[config.mk]
export PLATFORM = sky130hd
export DESIGN_NAME = meta_tile_map_write_generator_unit
export DESIGN_NICKNAME = d
export VERILOG_FILES = /design/src/rtl/mtmwg_pkg.sv /design/src/rtl/mtmwg_front.sv /design/src/rtl/mtmwg_queue.sv /design/src/rtl/mtmwg_back.sv /design/src/rtl/meta_tile_map_write_generator_unit.sv
export VERILOG_INCLUDE_DIRS = /design/src /design/src/rtl
export SDC_FILE = /design/constraint.sdc
export NUM_CORES = 1
export LEC_CHECK = 0
export BUFFER_PORTS_ARGS = -buffer_cell sky130_fd_sc_hd__buf_2
export CAP_MARGIN = 0
export CORE_MARGIN = 1
export CORE_UTILIZATION = 60
export DETAILED_ROUTE_END_ITERATION = 7
export PLACE_DENSITY_LB_ADDON = 0.08
export SLEW_MARGIN = 25
export SYNTH_ARGS = -nofsm -noshare
export SYNTH_HDL_FRONTEND = slang
export SYNTH_SLANG_ARGS = --single-unit
export TNS_END_PERCENT = 5
[constraint.sdc]
create_clock -name clk -period 8.4 [get_ports clk]
set_input_delay 0.84 -clock clk [delete_from_list [all_inputs] [get_ports clk]]
set_output_delay 0.84 -clock clk [all_outputs]
set_load 0.01 [all_outputs]
[src/rtl/meta_tile_map_write_generator_unit_defines.svh]
// Assertion macros used by the back walker of the meta-tile map write generator.
`ifndef META_TILE_MAP_WRITE_GENERATOR_UNIT_DEFINES_SVH
`define META_TILE_MAP_WRITE_GENERATOR_UNIT_DEFINES_SVH

`ifndef ASSERT_OFF
// Clocked on clk, off while rst_n is low.
`define MTMWG_ASSERT(lbl, prop, msg) \
  lbl: assert property (@(posedge clk) disable iff (!rst_n) (prop)) else $error(msg);
// Implication form of the same check.
`define MTMWG_ASSERT_IMP(lbl, ante, cons, msg) \
  lbl: assert property (@(posedge clk) disable iff (!rst_n) (ante) |-> (cons)) \
    else $error(msg);
`else
`define MTMWG_ASSERT(lbl, prop, msg)
`define MTMWG_ASSERT_IMP(lbl, ante, cons, msg)
`endif

`endif

[src/rtl/mtmwg_pkg.sv]
// ----------------------------------------------------------------------------
// mtmwg_pkg
// Types, register indexes and helpers of the meta-tile map write generator.
// ----------------------------------------------------------------------------
`default_nettype none

package mtmwg_pkg;

  localparam int QUAD_TILES  = 32;
  localparam int QUAD_BITS   = 5;
  localparam int QUEUE_DEPTH = 2;
  localparam int QPTR_W      = $clog2(QUEUE_DEPTH);
  localparam int QCNT_W      = $clog2(QUEUE_DEPTH + 1);

  localparam int CFG_IDX_W  = 2;
  localparam int CFG_DATA_W = 4;

  localparam logic [CFG_IDX_W-1:0] CFG_TILES_X = 2'd0;
  localparam logic [CFG_IDX_W-1:0] CFG_TILES_Y = 2'd1;
  localparam logic [CFG_IDX_W-1:0] CFG_QUAD    = 2'd2;

  localparam logic [3:0] MAX_SUB = 4'd8;

  typedef struct packed {
    logic [9:0] meta_number;
    logic [5:0] meta_col;
    logic [5:0] meta_row;
  } req_t;

  typedef struct packed {
    logic [11:0] entry_address;
    logic [9:0]  tile_number;
    logic        last_write;
  } res_t;

  // One classified request, as handed from front to back.
  typedef struct packed {
    logic [5:0] base_col;
    logic [5:0] base_row;
    logic [9:0] start_tile;
    logic [2:0] tx_m1;
    logic [2:0] ty_m1;
    logic       quad_layout;
  } entry_t;

  function automatic logic [3:0] clamp_count(input logic [3:0] v);
    logic [3:0] r;
    if (v == 4'd0) begin
      r = 4'd1;
    end else if (v > MAX_SUB) begin
      r = MAX_SUB;
    end else begin
      r = v;
    end
    return r;
  endfunction

endpackage

`default_nettype wire

[src/rtl/mtmwg_front.sv]
// ----------------------------------------------------------------------------
// mtmwg_front
// Accepts a draw request, works out the wrapped base position and first tile.
// ----------------------------------------------------------------------------
`default_nettype none

module mtmwg_front #(
  parameter int MAP_TILES_X = 64,
  parameter int MAP_TILES_Y = 64
) (
  input  wire logic              clk,
  input  wire logic              rst_n,
  input  wire logic              in_valid,
  output logic                   in_ready,
  input  wire mtmwg_pkg::req_t   in_data,
  input  wire logic [3:0]        tiles_x,
  input  wire logic [3:0]        tiles_y,
  input  wire logic              quad_layout,
  output logic                   push_valid,
  input  wire logic              push_ready,
  output mtmwg_pkg::entry_t      push_data
);
  import mtmwg_pkg::*;

  typedef enum logic [1:0] {F_IDLE, F_MUL, F_WRAP} fstate_t;

  localparam logic [8:0] MAP_X9 = 9'(MAP_TILES_X);
  localparam logic [8:0] MAP_Y9 = 9'(MAP_TILES_Y);

  fstate_t     state_r;
  logic [9:0]  num_r;
  logic [5:0]  mc_r;
  logic [5:0]  mr_r;
  logic [3:0]  tx_r;
  logic [3:0]  ty_r;
  logic [6:0]  total_r;
  logic        layout_r;
  logic [8:0]  col_r;
  logic [8:0]  row_r;
  logic [9:0]  tile_r;
  logic [3:0]  tx_c;
  logic [3:0]  ty_c;
  logic        col_ok;
  logic        row_ok;

  assign tx_c     = clamp_count(tiles_x);
  assign ty_c     = clamp_count(tiles_y);
  assign col_ok   = col_r < MAP_X9;
  assign row_ok   = row_r < MAP_Y9;
  assign in_ready = (state_r == F_IDLE);

  assign push_valid            = (state_r == F_WRAP) && col_ok && row_ok;
  assign push_data.base_col    = col_r[5:0];
  assign push_data.base_row    = row_r[5:0];
  assign push_data.start_tile  = tile_r;
  assign push_data.tx_m1       = 3'(tx_r - 4'd1);
  assign push_data.ty_m1       = 3'(ty_r - 4'd1);
  assign push_data.quad_layout = layout_r;

  always_ff @(posedge clk) begin
    if (!rst_n) begin
      state_r <= F_IDLE;
    end else begin
      case (state_r)
        F_IDLE: begin
          if (in_valid) begin
            num_r    <= in_data.meta_number;
            mc_r     <= in_data.meta_col;
            mr_r     <= in_data.meta_row;
            tx_r     <= tx_c;
            ty_r     <= ty_c;
            total_r  <= 7'(tx_c) * 7'(ty_c);
            layout_r <= quad_layout;
            state_r  <= F_MUL;
          end
        end
        F_MUL: begin
          col_r   <= 9'(mc_r) * 9'(tx_r);
          row_r   <= 9'(mr_r) * 9'(ty_r);
          tile_r  <= num_r * 10'(total_r);
          state_r <= F_WRAP;
        end
        F_WRAP: begin
          // wrap one map width or height per cycle until both coordinates fit
          if (!col_ok) begin
            col_r <= col_r - MAP_X9;
          end
          if (!row_ok) begin
            row_r <= row_r - MAP_Y9;
          end
          if (push_valid && push_ready) begin
            state_r <= F_IDLE;
          end
        end
        default: begin
          state_r <= F_IDLE;
        end
      endcase
    end
  end

endmodule

`default_nettype wire

[src/rtl/mtmwg_queue.sv]
// ----------------------------------------------------------------------------
// mtmwg_queue
// Two-entry queue between the request front and the write back part.
// ----------------------------------------------------------------------------
`default_nettype none

module mtmwg_queue (
  input  wire logic               clk,
  input  wire logic               rst_n,
  input  wire logic               push_valid,
  output logic                    push_ready,
  input  wire mtmwg_pkg::entry_t  push_data,
  output logic                    pop_valid,
  input  wire logic               pop_ready,
  output mtmwg_pkg::entry_t       pop_data
);
  import mtmwg_pkg::*;

  entry_t             slots_r [QUEUE_DEPTH];
  logic [QPTR_W-1:0]  wr_ptr_r;
  logic [QPTR_W-1:0]  rd_ptr_r;
  logic [QCNT_W-1:0]  count_r;
  logic               do_push;
  logic               do_pop;

  assign push_ready = (count_r != QCNT_W'(QUEUE_DEPTH));
  assign pop_valid  = (count_r != '0);
  assign pop_data   = slots_r[rd_ptr_r];
  assign do_push    = push_valid && push_ready;
  assign do_pop     = pop_valid && pop_ready;

  always_ff @(posedge clk) begin
    if (do_push) begin
      slots_r[wr_ptr_r] <= push_data;
    end
  end

  always_ff @(posedge clk) begin
    if (!rst_n) begin
      wr_ptr_r <= '0;
      rd_ptr_r <= '0;
      count_r  <= '0;
    end else begin
      if (do_push) begin
        wr_ptr_r <= QPTR_W'((32'(wr_ptr_r) + 1) % QUEUE_DEPTH);
      end
      if (do_pop) begin
        rd_ptr_r <= QPTR_W'((32'(rd_ptr_r) + 1) % QUEUE_DEPTH);
      end
      case ({do_push, do_pop})
        2'b10:   count_r <= count_r + QCNT_W'(1);
        2'b01:   count_r <= count_r - QCNT_W'(1);
        default: count_r <= count_r;
      endcase
    end
  end

endmodule

`default_nettype wire

[src/rtl/mtmwg_back.sv]
// ----------------------------------------------------------------------------
// mtmwg_back
// Walks one meta-tile row-major and issues one map write per cycle while out_ready is high.
// ----------------------------------------------------------------------------
`default_nettype none
`include "meta_tile_map_write_generator_unit_defines.svh"

module mtmwg_back #(
  parameter int MAP_TILES_X  = 64,
  parameter int MAP_TILES_Y  = 64,
  parameter int QUADS_ACROSS = 2
) (
  input  wire logic               clk,
  input  wire logic               rst_n,
  input  wire logic               pop_valid,
  output logic                    pop_ready,
  input  wire mtmwg_pkg::entry_t  pop_data,
  output logic                    out_valid,
  input  wire logic               out_ready,
  output mtmwg_pkg::res_t         out_data
);
  import mtmwg_pkg::*;

  localparam logic [6:0]  MAP_X7  = 7'(MAP_TILES_X);
  localparam logic [6:0]  MAP_Y7  = 7'(MAP_TILES_Y);
  localparam logic [11:0] MAP_X12 = 12'(MAP_TILES_X);
  localparam logic [11:0] QA12    = 12'(QUADS_ACROSS);

  logic        act_r;
  entry_t      ent_r;
  logic [2:0]  x_r;
  logic [2:0]  y_r;
  logic [9:0]  tile_r;
  logic        out_valid_r;
  res_t        out_data_r;

  logic        emit;
  logic        last;
  logic        load;
  logic [6:0]  hx_sum;
  logic [6:0]  hy_sum;
  logic [5:0]  hx;
  logic [5:0]  hy;
  logic [11:0] addr_lin;
  logic [11:0] quad;
  logic [11:0] addr_quad;

  assign emit = act_r && (!out_valid_r || out_ready);
  assign last = (x_r == ent_r.tx_m1) && (y_r == ent_r.ty_m1);
  assign load = !act_r || (emit && last);
  assign pop_ready = load;

  // base is already inside the map, so one subtract wraps the offset sum
  assign hx_sum = 7'(ent_r.base_col) + 7'(x_r);
  assign hy_sum = 7'(ent_r.base_row) + 7'(y_r);
  assign hx     = (hx_sum >= MAP_X7) ? 6'(hx_sum - MAP_X7) : hx_sum[5:0];
  assign hy     = (hy_sum >= MAP_Y7) ? 6'(hy_sum - MAP_Y7) : hy_sum[5:0];

  assign addr_lin  = 12'(hy) * MAP_X12 + 12'(hx);
  assign quad      = 12'(hy >> QUAD_BITS) * QA12 + 12'(hx >> QUAD_BITS);
  assign addr_quad = (quad << (2 * QUAD_BITS))
                   + (12'(hy[QUAD_BITS-1:0]) << QUAD_BITS)
                   + 12'(hx[QUAD_BITS-1:0]);

  assign out_valid = out_valid_r;
  assign out_data  = out_data_r;

  always_ff @(posedge clk) begin
    if (emit) begin
      out_data_r.entry_address <= ent_r.quad_layout ? addr_quad : addr_lin;
      out_data_r.tile_number   <= tile_r;
      out_data_r.last_write    <= last;
    end
    if (load && pop_valid) begin
      ent_r  <= pop_data;
      tile_r <= pop_data.start_tile;
      x_r    <= '0;
      y_r    <= '0;
    end else if (emit) begin
      tile_r <= tile_r + 10'd1;
      if (x_r == ent_r.tx_m1) begin
        x_r <= '0;
        y_r <= y_r + 3'd1;
      end else begin
        x_r <= x_r + 3'd1;
      end
    end
  end

  always_ff @(posedge clk) begin
    if (!rst_n) begin
      act_r       <= 1'b0;
      out_valid_r <= 1'b0;
    end else begin
      if (load) begin
        act_r <= pop_valid;
      end
      if (emit) begin
        out_valid_r <= 1'b1;
      end else if (out_ready) begin
        out_valid_r <= 1'b0;
      end
    end
  end

  `MTMWG_ASSERT(a_last_marked, (emit && last) |=> (out_valid_r && out_data_r.last_write),
                "final write of a meta-tile not marked")
  `MTMWG_ASSERT(a_tile_step, (emit && !last) |=> (tile_r == $past(tile_r) + 10'd1),
                "tile number did not advance by one")
  `MTMWG_ASSERT_IMP(a_walk_range, act_r, (x_r <= ent_r.tx_m1) && (y_r <= ent_r.ty_m1),
                    "sub-tile position beyond the meta-tile")
  `MTMWG_ASSERT_IMP(a_map_range, act_r, (7'(hx) < MAP_X7) && (7'(hy) < MAP_Y7),
                    "wrapped coordinate outside the map")

endmodule

`default_nettype wire

[src/rtl/meta_tile_map_write_generator_unit.sv]
// ----------------------------------------------------------------------------
// meta_tile_map_write_generator_unit
// Expands meta-tile draw requests into runs of tile-map entry writes.
// ----------------------------------------------------------------------------
// Each request produces tiles_per_meta_x * tiles_per_meta_y writes (each count
// clamped to 1..8), row-major, one write per cycle from the back walker while
// out_ready is high, and requests follow each other without a gap while the
// queue holds work. The front registers a request, then computes the base
// position and first tile, then wraps the base position into the map, and
// runs alongside the walker through a two-entry queue. Registers may be
// written only while no request is in flight.
`default_nettype none

module meta_tile_map_write_generator_unit #(
  parameter int MAP_TILES_X  = 64,
  parameter int MAP_TILES_Y  = 64,
  parameter int QUADS_ACROSS = 2
) (
  input  wire logic                                 clk,
  input  wire logic                                 rst_n,
  input  wire logic                                 in_valid,
  output logic                                      in_ready,
  input  wire mtmwg_pkg::req_t                      in_data,
  output logic                                      out_valid,
  input  wire logic                                 out_ready,
  output mtmwg_pkg::res_t                           out_data,
  input  wire logic                                 cfg_we,
  input  wire logic [mtmwg_pkg::CFG_IDX_W-1:0]      cfg_index,
  input  wire logic [mtmwg_pkg::CFG_DATA_W-1:0]     cfg_data
);
  import mtmwg_pkg::*;

  logic [3:0] tiles_x_r;
  logic [3:0] tiles_y_r;
  logic       quad_r;

  logic       push_valid;
  logic       push_ready;
  entry_t     push_data;
  logic       pop_valid;
  logic       pop_ready;
  entry_t     pop_data;

  always_ff @(posedge clk) begin
    if (!rst_n) begin
      tiles_x_r <= 4'd2;
      tiles_y_r <= 4'd2;
      quad_r    <= 1'b0;
    end else if (cfg_we) begin
      case (cfg_index)
        CFG_TILES_X: tiles_x_r <= cfg_data[3:0];
        CFG_TILES_Y: tiles_y_r <= cfg_data[3:0];
        CFG_QUAD:    quad_r    <= cfg_data[0];
        default:     ;
      endcase
    end
  end

  mtmwg_front #(
    .MAP_TILES_X (MAP_TILES_X),
    .MAP_TILES_Y (MAP_TILES_Y)
  ) u_front (
    .clk         (clk),
    .rst_n       (rst_n),
    .in_valid    (in_valid),
    .in_ready    (in_ready),
    .in_data     (in_data),
    .tiles_x     (tiles_x_r),
    .tiles_y     (tiles_y_r),
    .quad_layout (quad_r),
    .push_valid  (push_valid),
    .push_ready  (push_ready),
    .push_data   (push_data)
  );

  mtmwg_queue u_queue (
    .clk        (clk),
    .rst_n      (rst_n),
    .push_valid (push_valid),
    .push_ready (push_ready),
    .push_data  (push_data),
    .pop_valid  (pop_valid),
    .pop_ready  (pop_ready),
    .pop_data   (pop_data)
  );

  mtmwg_back #(
    .MAP_TILES_X  (MAP_TILES_X),
    .MAP_TILES_Y  (MAP_TILES_Y),
    .QUADS_ACROSS (QUADS_ACROSS)
  ) u_back (
    .clk       (clk),
    .rst_n     (rst_n),
    .pop_valid (pop_valid),
    .pop_ready (pop_ready),
    .pop_data  (pop_data),
    .out_valid (out_valid),
    .out_ready (out_ready),
    .out_data  (out_data)
  );

endmodule

`default_nettype wire

==> flow_summary.yaml <==
routing:
  route.met2.wl_um: 8000
  route.met3.wl_um: 511
  drt_antenna_net_count: 0
  dr.first_iter.drc_count: 302
  wire_per_inst_um: 14.8
  routed.top_layer: "met4"
  via_count: 5828
  drc_errors: 0
  drt-met1-wl_um: 7700
  viasPerCell: 5.21
  finalWirelength_um: 16500
  drt_pass1_iterations: 7
timing:
  total_count_of_hold_check_failures_in_the_final_report: 0
  clock.fmax_mhz: 239
  final_min_period_over_clock_period_pct: 49.8
  unrepaired_setup_endpoints_after_global_routing: "no"
  fin_crit_ns: 4.19
  worst-slew-pin-transition_ns: 0.952
  timing_max_transition_violations_final: 0
  setup_violations: 0
  finClkSkew_ns: 0.00923
  timing.hold.ws_ns: 0.447
  timing.setup.tns_ns: 0
  maxSlewHeadroom_pct: 36.3
logic_synthesis:
  synthesis.yosys.warnings: 0
  synth_seq_cells: 200
  postSynthAreaPerCell_um2: 13.0
  synth_largest_area_cell: "sky130_fd_sc_hd__edfxtp_1"
  yosysMostFrequentCell: "sky130_fd_sc_hd__edfxtp_1"
  share_of_the_yosys_chip_area_belonging_to_registers_pct: 54.6
  synthDistinctLibCells: 48
  number_of_synthesized_flops_with_an_enable_pin: 176
  cell_area_after_synthesis_um2: 10600
  post_synth_most_frequent_cells: "sky130_fd_sc_hd__edfxtp_1 (176), sky130_fd_sc_hd__inv_1 (82), sky130_fd_sc_hd__nand2_1 (70)"
  synth_top_cells_by_area: "sky130_fd_sc_hd__edfxtp_1 (50%), sky130_fd_sc_hd__fa_1 (8.3%), sky130_fd_sc_hd__ha_1 (8.1%)"
  synth_ff_type: "sky130_fd_sc_hd__edfxtp_1"
  post-synth-top-area-fraction_pct: 50.1
  synthArstFlopShare_pct: 0
  syn_inst: 811
  net_count_after_synthesis: 956
clock_tree:
  cts.reportedPaths.clkPinSlew_ns: 0.08
  clock_path_buffers: 2
  clock_sink_count: 200
  clockRootBuffer: "sky130_fd_sc_hd__clkbuf_16"
  postCtsHoldBufs: 0
  tritoncts: "built"
  cts_setup_buffers: 0
  cts.htree.levels: 4
  cts-buffers-inserted: 17
  clkLatencyLatePin_ns: 0.44
  cts_resized: 0
pwr:
  vdd_ir_max_uv: 167
  p_switching_mw: 0.749
  total_leakage_power_nw: 4.69
  power_per_cell_area_nw_per_um2: 226
  switching_share_pct: 28.3
  part_of_the_total_power_dissipated_in_the_clock_network_pct: 30.7
  sequential_share_of_power_pct: 48.1
  share_of_power_burned_in_combinational_logic_pct: 21.2
  internal_power_mw: 1.89
  power_mw: 2.64
finish:
  layout.filler_cells: 1266
  post_route_cells_drive_above_1_share_pct: 14.1
  final_net_count: 1025
  finish.cell_count_without_fillers: 1118
  diodes: 0
  layout-area-overhead-vs-synth_pct: 10.7
grt:
  antenna_found_initial: 0
  largest_net_degree_at_the_start_of_global_routing: 39
  grt_first_pass_wirelength_um: 27400
  gr-total-overflow: 0
  number_of_global_route_vias_before_repair: 5756
  track_usage_pct: 19.8
run:
  max_cap_violations: 0
floorplanning:
  initial_cell_density_of_the_core_pct: 61.2
  num_ports: 58
  floorplan.die.width_um: 135
  placeableCoreArea_um2: 17200
  die_height_um: 135
  die_area_um2: 18100
  std_cell_rows: 48
worst_setup_path:
  criticalPathCategory: "flop to flop"
  r2r-end: "u_front.tile_r[9]$_DFFE_PP_"
  critical_path.endpoint_type: "flop"
  rrSetupSlack_ns: 4.21
  timing.critical_path.from_type: "flop"
  arrival_ns: 4.38
  r2r-start: "u_front.total_r[3]$_DFFE_PP_"
  worst_r2r_path_depth: 15
  cp-startpoint: "u_front.total_r[3]$_DFFE_PP_"
  crit_path_max_fanout: 7
  critical_path_destination: "u_front.tile_r[9]$_DFFE_PP_"
  critical_path_data_required_time_ns: 8.59
min_path:
  min_path_type: "flop to flop"
  min-delay-start: "u_front.tile_r[5]$_DFFE_PP_"
run_status:
  run_status: "finished, final reports clean"
place:
  dpl.hpwl_um: 12500
  placement.io_buffers: 57
  dp_cells: 1086
  place.gp.congestion: 0.832
-- area by class of cell --
cell class	count	area [um2]	share of cell area [%]
inverter	82	308	2.63
sequential	200	5770	49.3
tap	225	282	2.41
clock buffer	18	429	3.67
clock inverter	14	161	1.38
timing repair buffer	63	330	2.83
multi-input combinational	516	4410	37.7
-- metal layers --
metal | vias to the layer above | track usage [%]
met3 | 27 | 3.64
li1 | 2909 | -
met5 | - | 0
met2 | 109 | 32.4
met1 | 2783 | 26.1
met4 | 0 | 8.43
-- kinds of logic (layout without fill, tap and decap cells) --
kind of cell    after synthesis  count (layout)  synth area share (%)
compound gates               59              59                  3.44
xor+xnor                     59              59                  5.03
simple gates                228             228                  11.1
buf+inv                      95             177                  3.66
mux                          58              58                  5.75
flops                       200             200                  54.6
fa+ha+maj                   112             112                  16.4
-- cell usage in the layout (no fill, tap or decap), types with 23 or more instances in the layout --
| master | count |
|---|---|
| sky130_fd_sc_hd__dfxtp_1 | 24 |
| sky130_fd_sc_hd__a21oi_1 | 23 |
| sky130_fd_sc_hd__mux2i_1 | 37 |
| sky130_fd_sc_hd__nor2_1 | 37 |
| sky130_fd_sc_hd__and2_1 | 56 |
| sky130_fd_sc_hd__edfxtp_1 | 176 |
| sky130_fd_sc_hd__buf_2 | 57 |
| sky130_fd_sc_hd__nand2_1 | 70 |
| sky130_fd_sc_hd__fa_1 | 44 |
| sky130_fd_sc_hd__inv_1 | 82 |
| sky130_fd_sc_hd__xnor2_1 | 37 |
| sky130_fd_sc_hd__ha_1 | 68 |
-- worst min-delay path by stage --
stage	slack, ns	endpoint	depth (start not counted)
after floorplan	0.41	u_front.layout_r$_DFFE_PP_	0
after global placement	0.42	u_queue.slots_r[0][11]$_DFFE_PP_	0
after detailed placement	0.43	u_queue.slots_r[1][11]$_DFFE_PP_	0
after CTS	0.45	u_queue.slots_r[1][11]$_DFFE_PP_	0
after global routing	0.45	u_queue.slots_r[0][12]$_DFFE_PP_	0
final	0.45	u_queue.slots_r[0][12]$_DFFE_PP_	0
-- critical path, stage by stage, from the launching register on --
cell	delay (ns)
sky130_fd_sc_hd__edfxtp_1	0.50
sky130_fd_sc_hd__and2_1	0.21
sky130_fd_sc_hd__fa_1	0.53
sky130_fd_sc_hd__inv_1	0.05
sky130_fd_sc_hd__fa_1	0.47
sky130_fd_sc_hd__inv_1	0.05
sky130_fd_sc_hd__fa_1	0.52
sky130_fd_sc_hd__inv_1	0.05
sky130_fd_sc_hd__fa_1	0.52
sky130_fd_sc_hd__inv_1	0.04
sky130_fd_sc_hd__ha_1	0.35
sky130_fd_sc_hd__nand3_1	0.11
sky130_fd_sc_hd__o211ai_1	0.23
sky130_fd_sc_hd__nor3_1	0.07
sky130_fd_sc_hd__o21bai_1	0.16
sky130_fd_sc_hd__xor2_1	0.08
-- per-stage QoR --
step | util [%] | setup WS, ns | area (um2)
2_1_floorplan | - | 4.44 | 10600
3_3_place_gp | 64.4 | 4.31 | 11100
3_5_place_dp | 64.4 | 4.22 | 11100
4_1_cts | 67.8 | 4.21 | 11700
5_1_grt | 67.8 | 4.00 | 11700
6_report | 67.8 | 4.21 | 11700
-- state kept, by name, indices dropped and copies added, names as in the netlist, 6 cells and up, named ones only --
signal           cells
u_front.mr_r         6
u_back.out_data     23
u_front.col_r        9
u_front.row_r        9
u_front.tile_r      10
u_front.total_r      7
u_front.mc_r         6
u_back.ent_r        19
u_front.num_r       10
u_queue.slots_r     58
u_back.tile_r       10
-- power groups by stage --
stage | Sequential (mW) | Combinational (mW) | Clock [mW]
floorplan | 1.28 | 0.449 | 0
global placement | 1.29 | 0.541 | 0
detailed placement | 1.29 | 0.565 | 0
CTS | 1.27 | 0.570 | 0.826
global route | 1.28 | 0.641 | 0.862
finish | 1.27 | 0.560 | 0.812
No activity file was read; power rests on OpenSTA's default activity.
